### config.mk
export PLATFORM = sky130hd
export DESIGN_NAME = koren_limited_face_reconstruction
export DESIGN_NICKNAME = d
export VERILOG_FILES = /design/src/hw/rtl/kl_pkg.sv /design/src/hw/rtl/koren_limited_face_reconstruction.sv /design/src/hw/rtl/kl_div3_pipe.sv
export SDC_FILE = /design/constraint.sdc
export NUM_CORES = 2
export LEC_CHECK = 0
export ABC_AREA = 1
export ABC_CLOCK_PERIOD_IN_PS = 35700
export BUFFER_PORTS_ARGS = -buffer_cell sky130_fd_sc_hd__buf_2
export CORE_MARGIN = 1.5
export CORE_UTILIZATION = 48
export CTS_CLUSTER_SIZE = 12
export DETAILED_ROUTE_END_ITERATION = 6
export PLACE_DENSITY = 0.63
export SLEW_MARGIN = 0
export SYNTH_ARGS = -nofsm -noshare
export SYNTH_HDL_FRONTEND = slang
export SYNTH_SLANG_ARGS = --single-unit
### constraint.sdc
create_clock -name clk -period 35.7 [get_ports clk]
set_input_delay 7.14 -clock clk [delete_from_list [all_inputs] [get_ports clk]]
set_output_delay 7.14 -clock clk [all_outputs]
set_load 0.02 [all_outputs]
### src/hw/rtl/kl_pkg.sv
// shared constants for the koren limiter reconstruction pipeline
`timescale 1ns / 1ps
package kl_pkg;
  // the quotient is built this many bits per divider stage
  localparam int CHUNK_W = 16;
  // divide by three: q = (v * DIV3_MUL) >> DIV3_SHIFT, exact for v < 2**DIV3_SHIFT
  localparam int DIV3_SHIFT = CHUNK_W + 3;
  localparam int MUL_W = CHUNK_W + 2;
  localparam logic [MUL_W-1:0] DIV3_MUL = MUL_W'(((1 << DIV3_SHIFT) + 2) / 3);
endpackage

### src/hw/rtl/koren_limited_face_reconstruction.sv
// top level: koren-limited muscl face reconstruction pipeline
`timescale 1ns / 1ps
// path: stages 1 to 4, the divider stages, stage 5 and the output register (stage 6);
// the chunked divide-by-three sets the depth
// throughput: one transfer per cycle, the whole pipeline advances together
// and freezes only while the output register holds an untaken result
// reset: synchronous active-low rst_n clears all stage valid bits
module koren_limited_face_reconstruction #(
  parameter int DATA_WIDTH = 32
) (
  input  logic                         clk,
  input  logic                         rst_n,
  input  logic                         in_valid,
  output logic                         in_ready,
  input  logic signed [DATA_WIDTH-1:0] in_prev_value,
  input  logic signed [DATA_WIDTH-1:0] in_centre_value,
  input  logic signed [DATA_WIDTH-1:0] in_next_value,
  output logic                         out_valid,
  input  logic                         out_ready,
  output logic signed [DATA_WIDTH-1:0] out_left_face,
  output logic signed [DATA_WIDTH-1:0] out_right_face
);
  import kl_pkg::*;

  localparam int DW     = DATA_WIDTH;
  localparam int SIDE_W = 2 + 2 * DW;

  // global advance: move when the output slot is free or being taken
  logic en;
  assign en       = !out_valid || out_ready;
  assign in_ready = en;

  // stage 1: offset-binary differences (sign flip makes unsigned order signed)
  logic          v1_r;
  logic [DW:0]   dfw1_r, dbw1_r;
  logic [DW-1:0] b1_r;
  logic [DW-1:0] ao, bo, co;
  always_comb begin
    ao = in_prev_value   ^ {1'b1, {(DW-1){1'b0}}};
    bo = in_centre_value ^ {1'b1, {(DW-1){1'b0}}};
    co = in_next_value   ^ {1'b1, {(DW-1){1'b0}}};
  end

  always_ff @(posedge clk) begin
    if (!rst_n) begin
      v1_r <= 1'b0;
    end else if (en) begin
      v1_r <= in_valid && in_ready;
    end
  end
  always_ff @(posedge clk) begin
    if (en) begin
      dfw1_r <= {1'b0, co} - {1'b0, bo};
      dbw1_r <= {1'b0, bo} - {1'b0, ao};
      b1_r   <= in_centre_value;
    end
  end

  // stage 2: classify and take magnitudes
  logic          v2_r, rising2_r, flat2_r;
  logic [DW-1:0] fwd2_r, bwd2_r, b2_r;
  logic          rising_nxt, falling_nxt;
  always_comb begin
    rising_nxt  = !dfw1_r[DW] && (dfw1_r != '0) && !dbw1_r[DW] && (dbw1_r != '0);
    falling_nxt = dfw1_r[DW] && dbw1_r[DW];
  end
  always_ff @(posedge clk) begin
    if (!rst_n) begin
      v2_r <= 1'b0;
    end else if (en) begin
      v2_r <= v1_r;
    end
  end
  always_ff @(posedge clk) begin
    if (en) begin
      rising2_r <= rising_nxt;
      flat2_r   <= !(rising_nxt || falling_nxt);
      fwd2_r    <= dfw1_r[DW] ? DW'(-dfw1_r) : dfw1_r[DW-1:0];
      bwd2_r    <= dbw1_r[DW] ? DW'(-dbw1_r) : dbw1_r[DW-1:0];
      b2_r      <= b1_r;
    end
  end

  // stage 3: smaller and larger difference magnitude
  logic          v3_r, rising3_r, flat3_r;
  logic [DW-1:0] m3_r, big3_r, b3_r;
  always_ff @(posedge clk) begin
    if (!rst_n) begin
      v3_r <= 1'b0;
    end else if (en) begin
      v3_r <= v2_r;
    end
  end
  always_ff @(posedge clk) begin
    if (en) begin
      rising3_r <= rising2_r;
      flat3_r   <= flat2_r;
      m3_r      <= (fwd2_r < bwd2_r) ? fwd2_r : bwd2_r;
      big3_r    <= (fwd2_r < bwd2_r) ? bwd2_r : fwd2_r;
      b3_r      <= b2_r;
    end
  end

  // stage 4: floor((2m + M) / 2) = m + floor(M / 2), later divided by three
  logic          v4_r, rising4_r, flat4_r;
  logic [DW:0]   t4_r;
  logic [DW-1:0] m4_r, b4_r;
  always_ff @(posedge clk) begin
    if (!rst_n) begin
      v4_r <= 1'b0;
    end else if (en) begin
      v4_r <= v3_r;
    end
  end
  always_ff @(posedge clk) begin
    if (en) begin
      rising4_r <= rising3_r;
      flat4_r   <= flat3_r;
      t4_r      <= {1'b0, m3_r} + {2'b00, big3_r[DW-1:1]};
      m4_r      <= m3_r;
      b4_r      <= b3_r;
    end
  end

  // divider stages: q = floor((2m + M) / 6)
  logic              vd;
  logic [DW:0]       qd;
  logic [SIDE_W-1:0] sided;
  kl_div3_pipe #(
    .TW     (DW + 1),
    .SIDE_W (SIDE_W)
  ) u_div (
    .clk       (clk),
    .rst_n     (rst_n),
    .en        (en),
    .in_valid  (v4_r),
    .in_t      (t4_r),
    .in_side   ({flat4_r, rising4_r, b4_r, m4_r}),
    .out_valid (vd),
    .out_q     (qd),
    .out_side  (sided)
  );

  logic          flat_d, rising_d;
  logic [DW-1:0] b_d, m_d;
  assign {flat_d, rising_d, b_d, m_d} = sided;

  // stage 5: half slope magnitude, limited by the smaller difference
  logic          v5_r, rising5_r, flat5_r;
  logic [DW-1:0] h5_r, b5_r;
  always_ff @(posedge clk) begin
    if (!rst_n) begin
      v5_r <= 1'b0;
    end else if (en) begin
      v5_r <= vd;
    end
  end
  always_ff @(posedge clk) begin
    if (en) begin
      rising5_r <= rising_d;
      flat5_r   <= flat_d;
      h5_r      <= ({1'b0, m_d} < qd) ? m_d : qd[DW-1:0];
      b5_r      <= b_d;
    end
  end

  // stage 6: output register, faces straddle the centre
  logic          out_valid_r;
  logic [DW-1:0] left_r, right_r;
  logic [DW-1:0] plus_h, minus_h;
  assign plus_h  = b5_r + h5_r;
  assign minus_h = b5_r - h5_r;

  always_ff @(posedge clk) begin
    if (!rst_n) begin
      out_valid_r <= 1'b0;
    end else if (en) begin
      out_valid_r <= v5_r;
    end
  end
  always_ff @(posedge clk) begin
    if (en) begin
      if (flat5_r) begin
        left_r  <= b5_r;
        right_r <= b5_r;
      end else if (rising5_r) begin
        left_r  <= plus_h;
        right_r <= minus_h;
      end else begin
        left_r  <= minus_h;
        right_r <= plus_h;
      end
    end
  end

  assign out_valid      = out_valid_r;
  assign out_left_face  = left_r;
  assign out_right_face = right_r;
endmodule

### src/hw/rtl/kl_div3_pipe.sv
// pipelined divide-by-three, one quotient chunk per stage, with sideband
`timescale 1ns / 1ps
module kl_div3_pipe #(
  parameter int TW     = 33,
  parameter int SIDE_W = 66
) (
  input  logic              clk,
  input  logic              rst_n,
  input  logic              en,
  input  logic              in_valid,
  input  logic [TW-1:0]     in_t,
  input  logic [SIDE_W-1:0] in_side,
  output logic              out_valid,
  output logic [TW-1:0]     out_q,
  output logic [SIDE_W-1:0] out_side
);
  import kl_pkg::*;

  localparam int NCH  = (TW + CHUNK_W - 1) / CHUNK_W;
  localparam int PW   = NCH * CHUNK_W;
  localparam int VW   = CHUNK_W + 2;
  localparam int PRDW = VW + MUL_W;

  logic              v_r    [NCH];
  logic [PW-1:0]     t_r    [NCH];
  logic [PW-1:0]     q_r    [NCH];
  logic [1:0]        rem_r  [NCH];
  logic [SIDE_W-1:0] side_r [NCH];

  genvar k;
  generate
    for (k = 0; k < NCH; k++) begin : g_stage
      logic              v_in;
      logic [PW-1:0]     t_in;
      logic [PW-1:0]     q_in;
      logic [1:0]        rem_in;
      logic [SIDE_W-1:0] side_in;
      logic [VW-1:0]     val;
      logic [PRDW-1:0]   prod;
      logic [CHUNK_W-1:0] qc;
      logic [VW-1:0]     back;
      logic [PW-1:0]     q_nxt;
      logic [1:0]        rem_nxt;

      if (k == 0) begin : g_first
        assign v_in    = in_valid;
        assign t_in    = PW'(in_t);
        assign q_in    = '0;
        assign rem_in  = 2'd0;
        assign side_in = in_side;
      end else begin : g_rest
        assign v_in    = v_r[k-1];
        assign t_in    = t_r[k-1];
        assign q_in    = q_r[k-1];
        assign rem_in  = rem_r[k-1];
        assign side_in = side_r[k-1];
      end

      always_comb begin
        val  = {rem_in, t_in[PW-1-k*CHUNK_W -: CHUNK_W]};
        prod = PRDW'(val) * PRDW'(DIV3_MUL);
        qc   = prod[DIV3_SHIFT +: CHUNK_W];
        back = VW'({qc, 1'b0}) + VW'(qc);
        rem_nxt = 2'(val - back);
        q_nxt = q_in;
        q_nxt[PW-1-k*CHUNK_W -: CHUNK_W] = qc;
      end

      always_ff @(posedge clk) begin
        if (!rst_n) begin
          v_r[k] <= 1'b0;
        end else if (en) begin
          v_r[k] <= v_in;
        end
      end

      always_ff @(posedge clk) begin
        if (en) begin
          t_r[k]    <= t_in;
          q_r[k]    <= q_nxt;
          rem_r[k]  <= rem_nxt;
          side_r[k] <= side_in;
        end
      end
    end
  endgenerate

  assign out_valid = v_r[NCH-1];
  assign out_q     = q_r[NCH-1][TW-1:0];
  assign out_side  = side_r[NCH-1];
endmodule

# [Word-level counts from Yosys, hierarchy flattened]
# Memory sizes are Yosys's and may differ from the RTL's. A register that Yosys moved wholly into a read port is not among the register bits.
# Cells that the tools add are included.
[word_totals] reg_bits=528 mem_bits_rw=495 output_inout_bits=66 word_cells=88 n_memories=5
[memory_table] name="u_div.side_r" words=3 width=66 read_ports=3 rd_clocked_by_memory_dff=0 write_ports=3 line="kl_div3_pipe.sv:28" source="logic [SIDE_W-1:0] side_r [NCH];"
[memory_table] name="u_div.q_r" words=3 width=48 read_ports=3 rd_clocked_by_memory_dff=0 write_ports=3 line="kl_div3_pipe.sv:26" source="logic [PW-1:0] q_r [NCH];"
[memory_table] name="u_div.t_r" words=3 width=48 read_ports=2 rd_clocked_by_memory_dff=0 write_ports=3 line="kl_div3_pipe.sv:25" source="logic [PW-1:0] t_r [NCH];"
[memory_table] name="u_div.rem_r" words=3 width=2 read_ports=2 rd_clocked_by_memory_dff=0 write_ports=3 line="kl_div3_pipe.sv:27" source="logic [1:0] rem_r [NCH];"
[memory_table] name="u_div.v_r" words=3 width=1 read_ports=3 rd_clocked_by_memory_dff=1 write_ports=3 line="kl_div3_pipe.sv:24" source="logic v_r [NCH];"
[op_classes] addsub=13 n_mul=2 order_cmp=2 mux=17 bitwise_logic=6 reduce_logical=14
[op_table] cell="32-bit two-way mux" count=9
[op_table] cell="18-bit by 18-bit multiplier with 35-bit output, second input constant" count=2
[op_table] cell="33-bit nonzero test" count=2
[op_table] cell="32-bit by 32-bit subtractor with 33-bit output" count=2
[op_table] cell="32-bit negation" count=2
[op_table] cell="32-bit by 31-bit adder with 33-bit output" count=1
[op_table] cell="32-bit by 33-bit < comparator with 1-bit output" count=1
[op_table] cell="32-bit adder" count=1
[op_table] cell="32-bit < comparator" count=1
[op_table] cell="32-bit subtractor" count=1
[op_table] cell="1-bit two-way mux" count=8
[op_table] cell="1-bit logical AND" count=5
[op_table] cell="1-bit logical NOT" count=5
[op_table] cell="2-bit adder" count=2
[op_table] cell="2-bit subtractor" count=2
[op_table] cell="1-bit NOT" count=3
[op_table] cell="1-bit OR" count=3
[op_table] cell="2-bit adder, both inputs constant" count=1
[op_table] cell="1-bit logical OR" count=2
[op_table] cell="1-bit by 2-bit subtractor with 2-bit output" count=1

# [Logic depth before layout (Yosys ltp)]
[logic_depth] word_depth=6 ltp_mapped=27 ltp_nobuf=27

# [By module]
# Synthesis repeated with hierarchy kept, for this count alone.
[unflattened] cells_unflattened=5683 area_unflattened_um2=54242.0
[by_module_without_submodules] module="koren_limited_face_reconstruction" n_inst=1 cells_per_inst=3753 area_each_um2=32448.6
[by_module_without_submodules] module="kl_div3_pipe" n_inst=1 cells_per_inst=1930 area_each_um2=21793.4

# [Worst setup path after synthesis]
# OpenSTA, ideal clock, no wires.
[synth_path] path_type="input to output" start="input port out_ready" end="output port in_ready" t_arrival_ns=23.060 required_time_ns=28.560 path_slack_ns=5.500 path_stages=2 cell_sequence="nor2_1 inv_1"
[synth_between] elab_chain_len=1
[synth_lines] item="from (decl)" line="koren_limited_face_reconstruction.sv:19" source="input logic out_ready,"
[synth_lines] item="1-bit logical OR" line="koren_limited_face_reconstruction.sv:30" source="assign en = !out_valid || out_ready;"
[synth_lines] item="to (decl)" line="koren_limited_face_reconstruction.sv:14" source="output logic in_ready,"
# No other way between the ends.

# [Final worst setup path]
# Ends and elaborated chain as after synthesis.

==> flow_summary.yaml <==
status:
  result_of_the_run: "finished clean"
placement:
  place.port_buffers: 165
  detailedPlacementHpwl_mm: 110
  final_replace_weighted_congestion: 0.966
cts:
  cts.sink_count: 827
  cts.repair_timing.setup_buffer_count: 0
  clk_transition_reported_paths_ns: 0.06
  cts.root.buffer_cell: "sky130_fd_sc_hd__clkbuf_16"
  post_cts.resized_instances: 0
  clock_path_buffers: 3
  cts_inserted_buffers: 89
  clkLatencyLatePin_ns: 0.67
  tritoncts: "done"
  h-tree-depth: 3
  ctsHoldBuffers: 0
drt:
  antenna_violating_nets_post_route: 0
  post_drt_via_cell_ratio: 5.11
  detailedRoute.firstIterationViolations: 2648
  detailedRoute.firstPassIterationCount: 7
  routed-via-count: 37600
  routed_wl_mm: 134
  wl_per_cell_um: 18.2
  drc_errors: 0
finish:
  nets: 6650
  area_growth_pct: 9.69
  final_layout_size_suffix_gt1_frac: 0.0632
floorplanning:
  die_x_um: 339
  fp.dieArea_mm2: 0.115
  placeableCoreArea_mm2: 0.112
  die_height_um: 339
  initial_core_utilization: 0.482
  fp-row-count: 123
  io_pins: 166
global_routing:
  met1_usage: 0.314
  grt_pass1_vias: 37100
  gr-usage-all-layers: 0.234
  grt_max_degree: 185
  grt.met2_usage: 0.389
  global_route.usage.met3: 0.0259
  grt_antenna_before_repair: 6
  grt_pass1_wl_mm: 207
  grt.overflow.total: 0
  grt_busiest_layer: "met2"
yosys:
  yosysUniqueCellTypes: 52
  syn_nets: 6464
  netlist_instances: 5622
  syn-cell-area_mm2: 0.0541
  yosysSeqAreaShare: 0.458
  avgSynthCellArea_um2: 9.63
  ys_ff_latch: 827
  ys.warnings.count: 0
sta:
  timing.final.crit_share: 0.432
  finalMaxSlewViolations: 0
  final.setup_skew_ns: 0.0488
  clock.fmax_mhz: 64.9
  fin_crit_ns: 15.41
  worstMarginPinSlew_ns: 0.984
  setup_viol: 0
  rsz0062_at_grt: "no"
  number_of_hold_violations_in_the_final_report: 0
  setup_tns_ns: 0
  maxSlewHeadroom: 0.344
setup_path:
  ff2ff_setup_slack_ns: 29.70
  crit_path_start_kind: "input pin"
  crit_family: "buffers and inverters"
  critical_path.slowest_cell: "sky130_fd_sc_hd__nor2_1"
  cp_common_cell: "sky130_fd_sc_hd__buf_2"
  end_kind: "primary output"
  timing.critical_path.cells: "buf_2, nor2_1, inv_8, buf_2"
  critical_path.max_stage_delay_ns: 0.39
  critical_path_class: "input pin to primary output"
  required_ns: 28.56
  crit_fanout: 65
  worstPathArrival_ns: 8.27
  timing.critical_path.buf_inv: 3
hold_path:
  min-delay-path-class: "flop to flop"
job:
  max_cap_viol_count: 0
## logic make-up (layout without fill, tap and decap cells)
group,after synthesis,after routing,synth area share
buffers and inverters,1230,1466,0.0878
DFF,827,827,0.458
other,0,1,0
and+or+nand+nor,1985,1985,0.154
AOI/OAI and AO/OA,648,648,0.0688
xor gates and xnor gates,190,190,0.0307
adders and majority gates,742,742,0.201
## per-stage QoR
stage / instance area [um^2] / instances / hold slack (ns) / setup slack, ns / utilization
final: 59400 / 7359 / 0.380 / 20.29 / 0.529
after global routing: 59400 / 7359 / 0.383 / 20.21 / 0.529
after CTS: 59400 / 7358 / 0.382 / 20.30 / 0.529
after detailed placement: 56600 / 7217 / 0.405 / 20.30 / 0.504
after global placement: 56600 / 7217 / 0.400 / 20.33 / 0.504
after floorplan: 54100 / 5622 / 0.400 / 5.50 / -
## layout make-up
cell class	instances	area, um^2
Sequential cell	827	24800
Fill cell	10100	52800
Inverter	1142	4290
Clock inverter	35	483
Multi-Input combinational cell	3565	24600
Tap cell	1500	1880
Clock buffer	106	2330
Timing Repair Buffer	183	998
Antenna cell	1	2.50
## Yosys cell counts (all sizes together)
library cell / n / area share
a211oi: 4 / 0.00055
a21boi: 26 / 0.0036
a21o: 29 / 0.0040
a21oi: 269 / 0.025
a31oi: 14 / 0.0019
and2: 3 / 0.00035
and3: 4 / 0.00046
buf: 58 / 0.0065
clkbuf: 30 / 0.0021
clkinv: 1 / 0.000069
dfxtp: 7 / 0.0026
edfxtp: 820 / 0.45
fa: 215 / 0.080
ha: 527 / 0.12
inv: 1141 / 0.079
nand2: 1142 / 0.080
nand3: 326 / 0.031
nand3b: 7 / 0.0010
nand4: 77 / 0.0089
nor2: 359 / 0.026
nor3: 47 / 0.0046
nor3b: 1 / 0.00023
nor4: 16 / 0.0020
o2111ai: 7 / 0.0011
o211ai: 12 / 0.0017
o21a: 11 / 0.0015
o21ai: 227 / 0.023
o21ba: 1 / 0.00018
o21bai: 44 / 0.0061
o22ai: 3 / 0.00035
o31ai: 1 / 0.00014
or2: 3 / 0.00035
xnor2: 45 / 0.0073
xor2: 145 / 0.023
## cell usage in the layout, fill, tap and decap left out, types with 7 or more instances in the layout
master	instances
sky130_fd_sc_hd__fa_1	215
sky130_fd_sc_hd__clkbuf_1	15
sky130_fd_sc_hd__bufinv_16	8
sky130_fd_sc_hd__buf_4	15
sky130_fd_sc_hd__nand2_1	1132
sky130_fd_sc_hd__nor2_1	350
sky130_fd_sc_hd__xnor2_1	45
sky130_fd_sc_hd__clkinv_1	8
sky130_fd_sc_hd__a31oi_1	13
sky130_fd_sc_hd__a21oi_1	268
sky130_fd_sc_hd__o21ai_1	31
sky130_fd_sc_hd__buf_2	165
sky130_fd_sc_hd__o21ai_0	173
sky130_fd_sc_hd__inv_2	8
sky130_fd_sc_hd__inv_1	1132
sky130_fd_sc_hd__o21bai_1	44
sky130_fd_sc_hd__edfxtp_1	820
sky130_fd_sc_hd__dfxtp_1	7
sky130_fd_sc_hd__ha_1	527
sky130_fd_sc_hd__clkbuf_16	91
sky130_fd_sc_hd__a21boi_0	25
sky130_fd_sc_hd__nor3_1	44
sky130_fd_sc_hd__nand2_2	10
sky130_fd_sc_hd__a21o_1	29
sky130_fd_sc_hd__nor4_1	15
sky130_fd_sc_hd__nand4_1	77
sky130_fd_sc_hd__o211ai_1	12
sky130_fd_sc_hd__clkinv_2	8
sky130_fd_sc_hd__nand3_1	321
sky130_fd_sc_hd__o21a_1	11
sky130_fd_sc_hd__xor2_1	145
sky130_fd_sc_hd__o21ai_2	22
## worst register-to-register path: cells and delay by family, from the launching register on
family / cells / cell delay [ns]
flip-flops: 1 / 0.59
AO/OA/AOI/OAI: 2 / 0.50
buffers and inverters: 4 / 0.27
XOR/XNOR: 1 / 0.18
adder cells (fa/ha/maj): 8 / 3.42
AND/OR/NAND/NOR: 8 / 0.79
## final timing paths
check	start	endpoint	depth (start not counted)
worst max-delay path	out_ready	in_ready	4
worst max register to register	u_div.t_r[0][17]$_DFFE_PN_	u_div.rem_r[0][3]$_DFFE_PN_	23
worst min register to register	u_div.side_r[0][89]$_DFFE_PN_	u_div.side_r[0][155]$_DFFE_PN_	0
worst min-delay path	u_div.side_r[0][89]$_DFFE_PN_	u_div.side_r[0][155]$_DFFE_PN_	0
## metal layers
metal	routed length, um	vias to the layer above	share of wire
met2	62600	853	0.47
met1	59700	17700	0.45
met5	0	-	0
li1	-	18800	-
met3	6060	206	0.045
met4	5360	0	0.040
## state kept, by name, indices dropped and copies added, names as in the netlist, 3 cells and up
signal and count:
b4_r 32, big3_r 31, b3_r 32, out_left_face 32
b5_r 32, dbw1_r 33, fwd2_r 32, dfw1_r 33
u_div.rem_r 3, bwd2_r 32, b1_r 32, m3_r 32
u_div.v_r 3, u_div.side_r 198, h5_r 32, m4_r 32
u_div.t_r 48, b2_r 32, out_right_face 31, t4_r 33
u_div.q_r 48
Power is left out: the tool's default activity adds up to more than one toggle a clock period on the data nets, which glitch-free logic cannot reach.
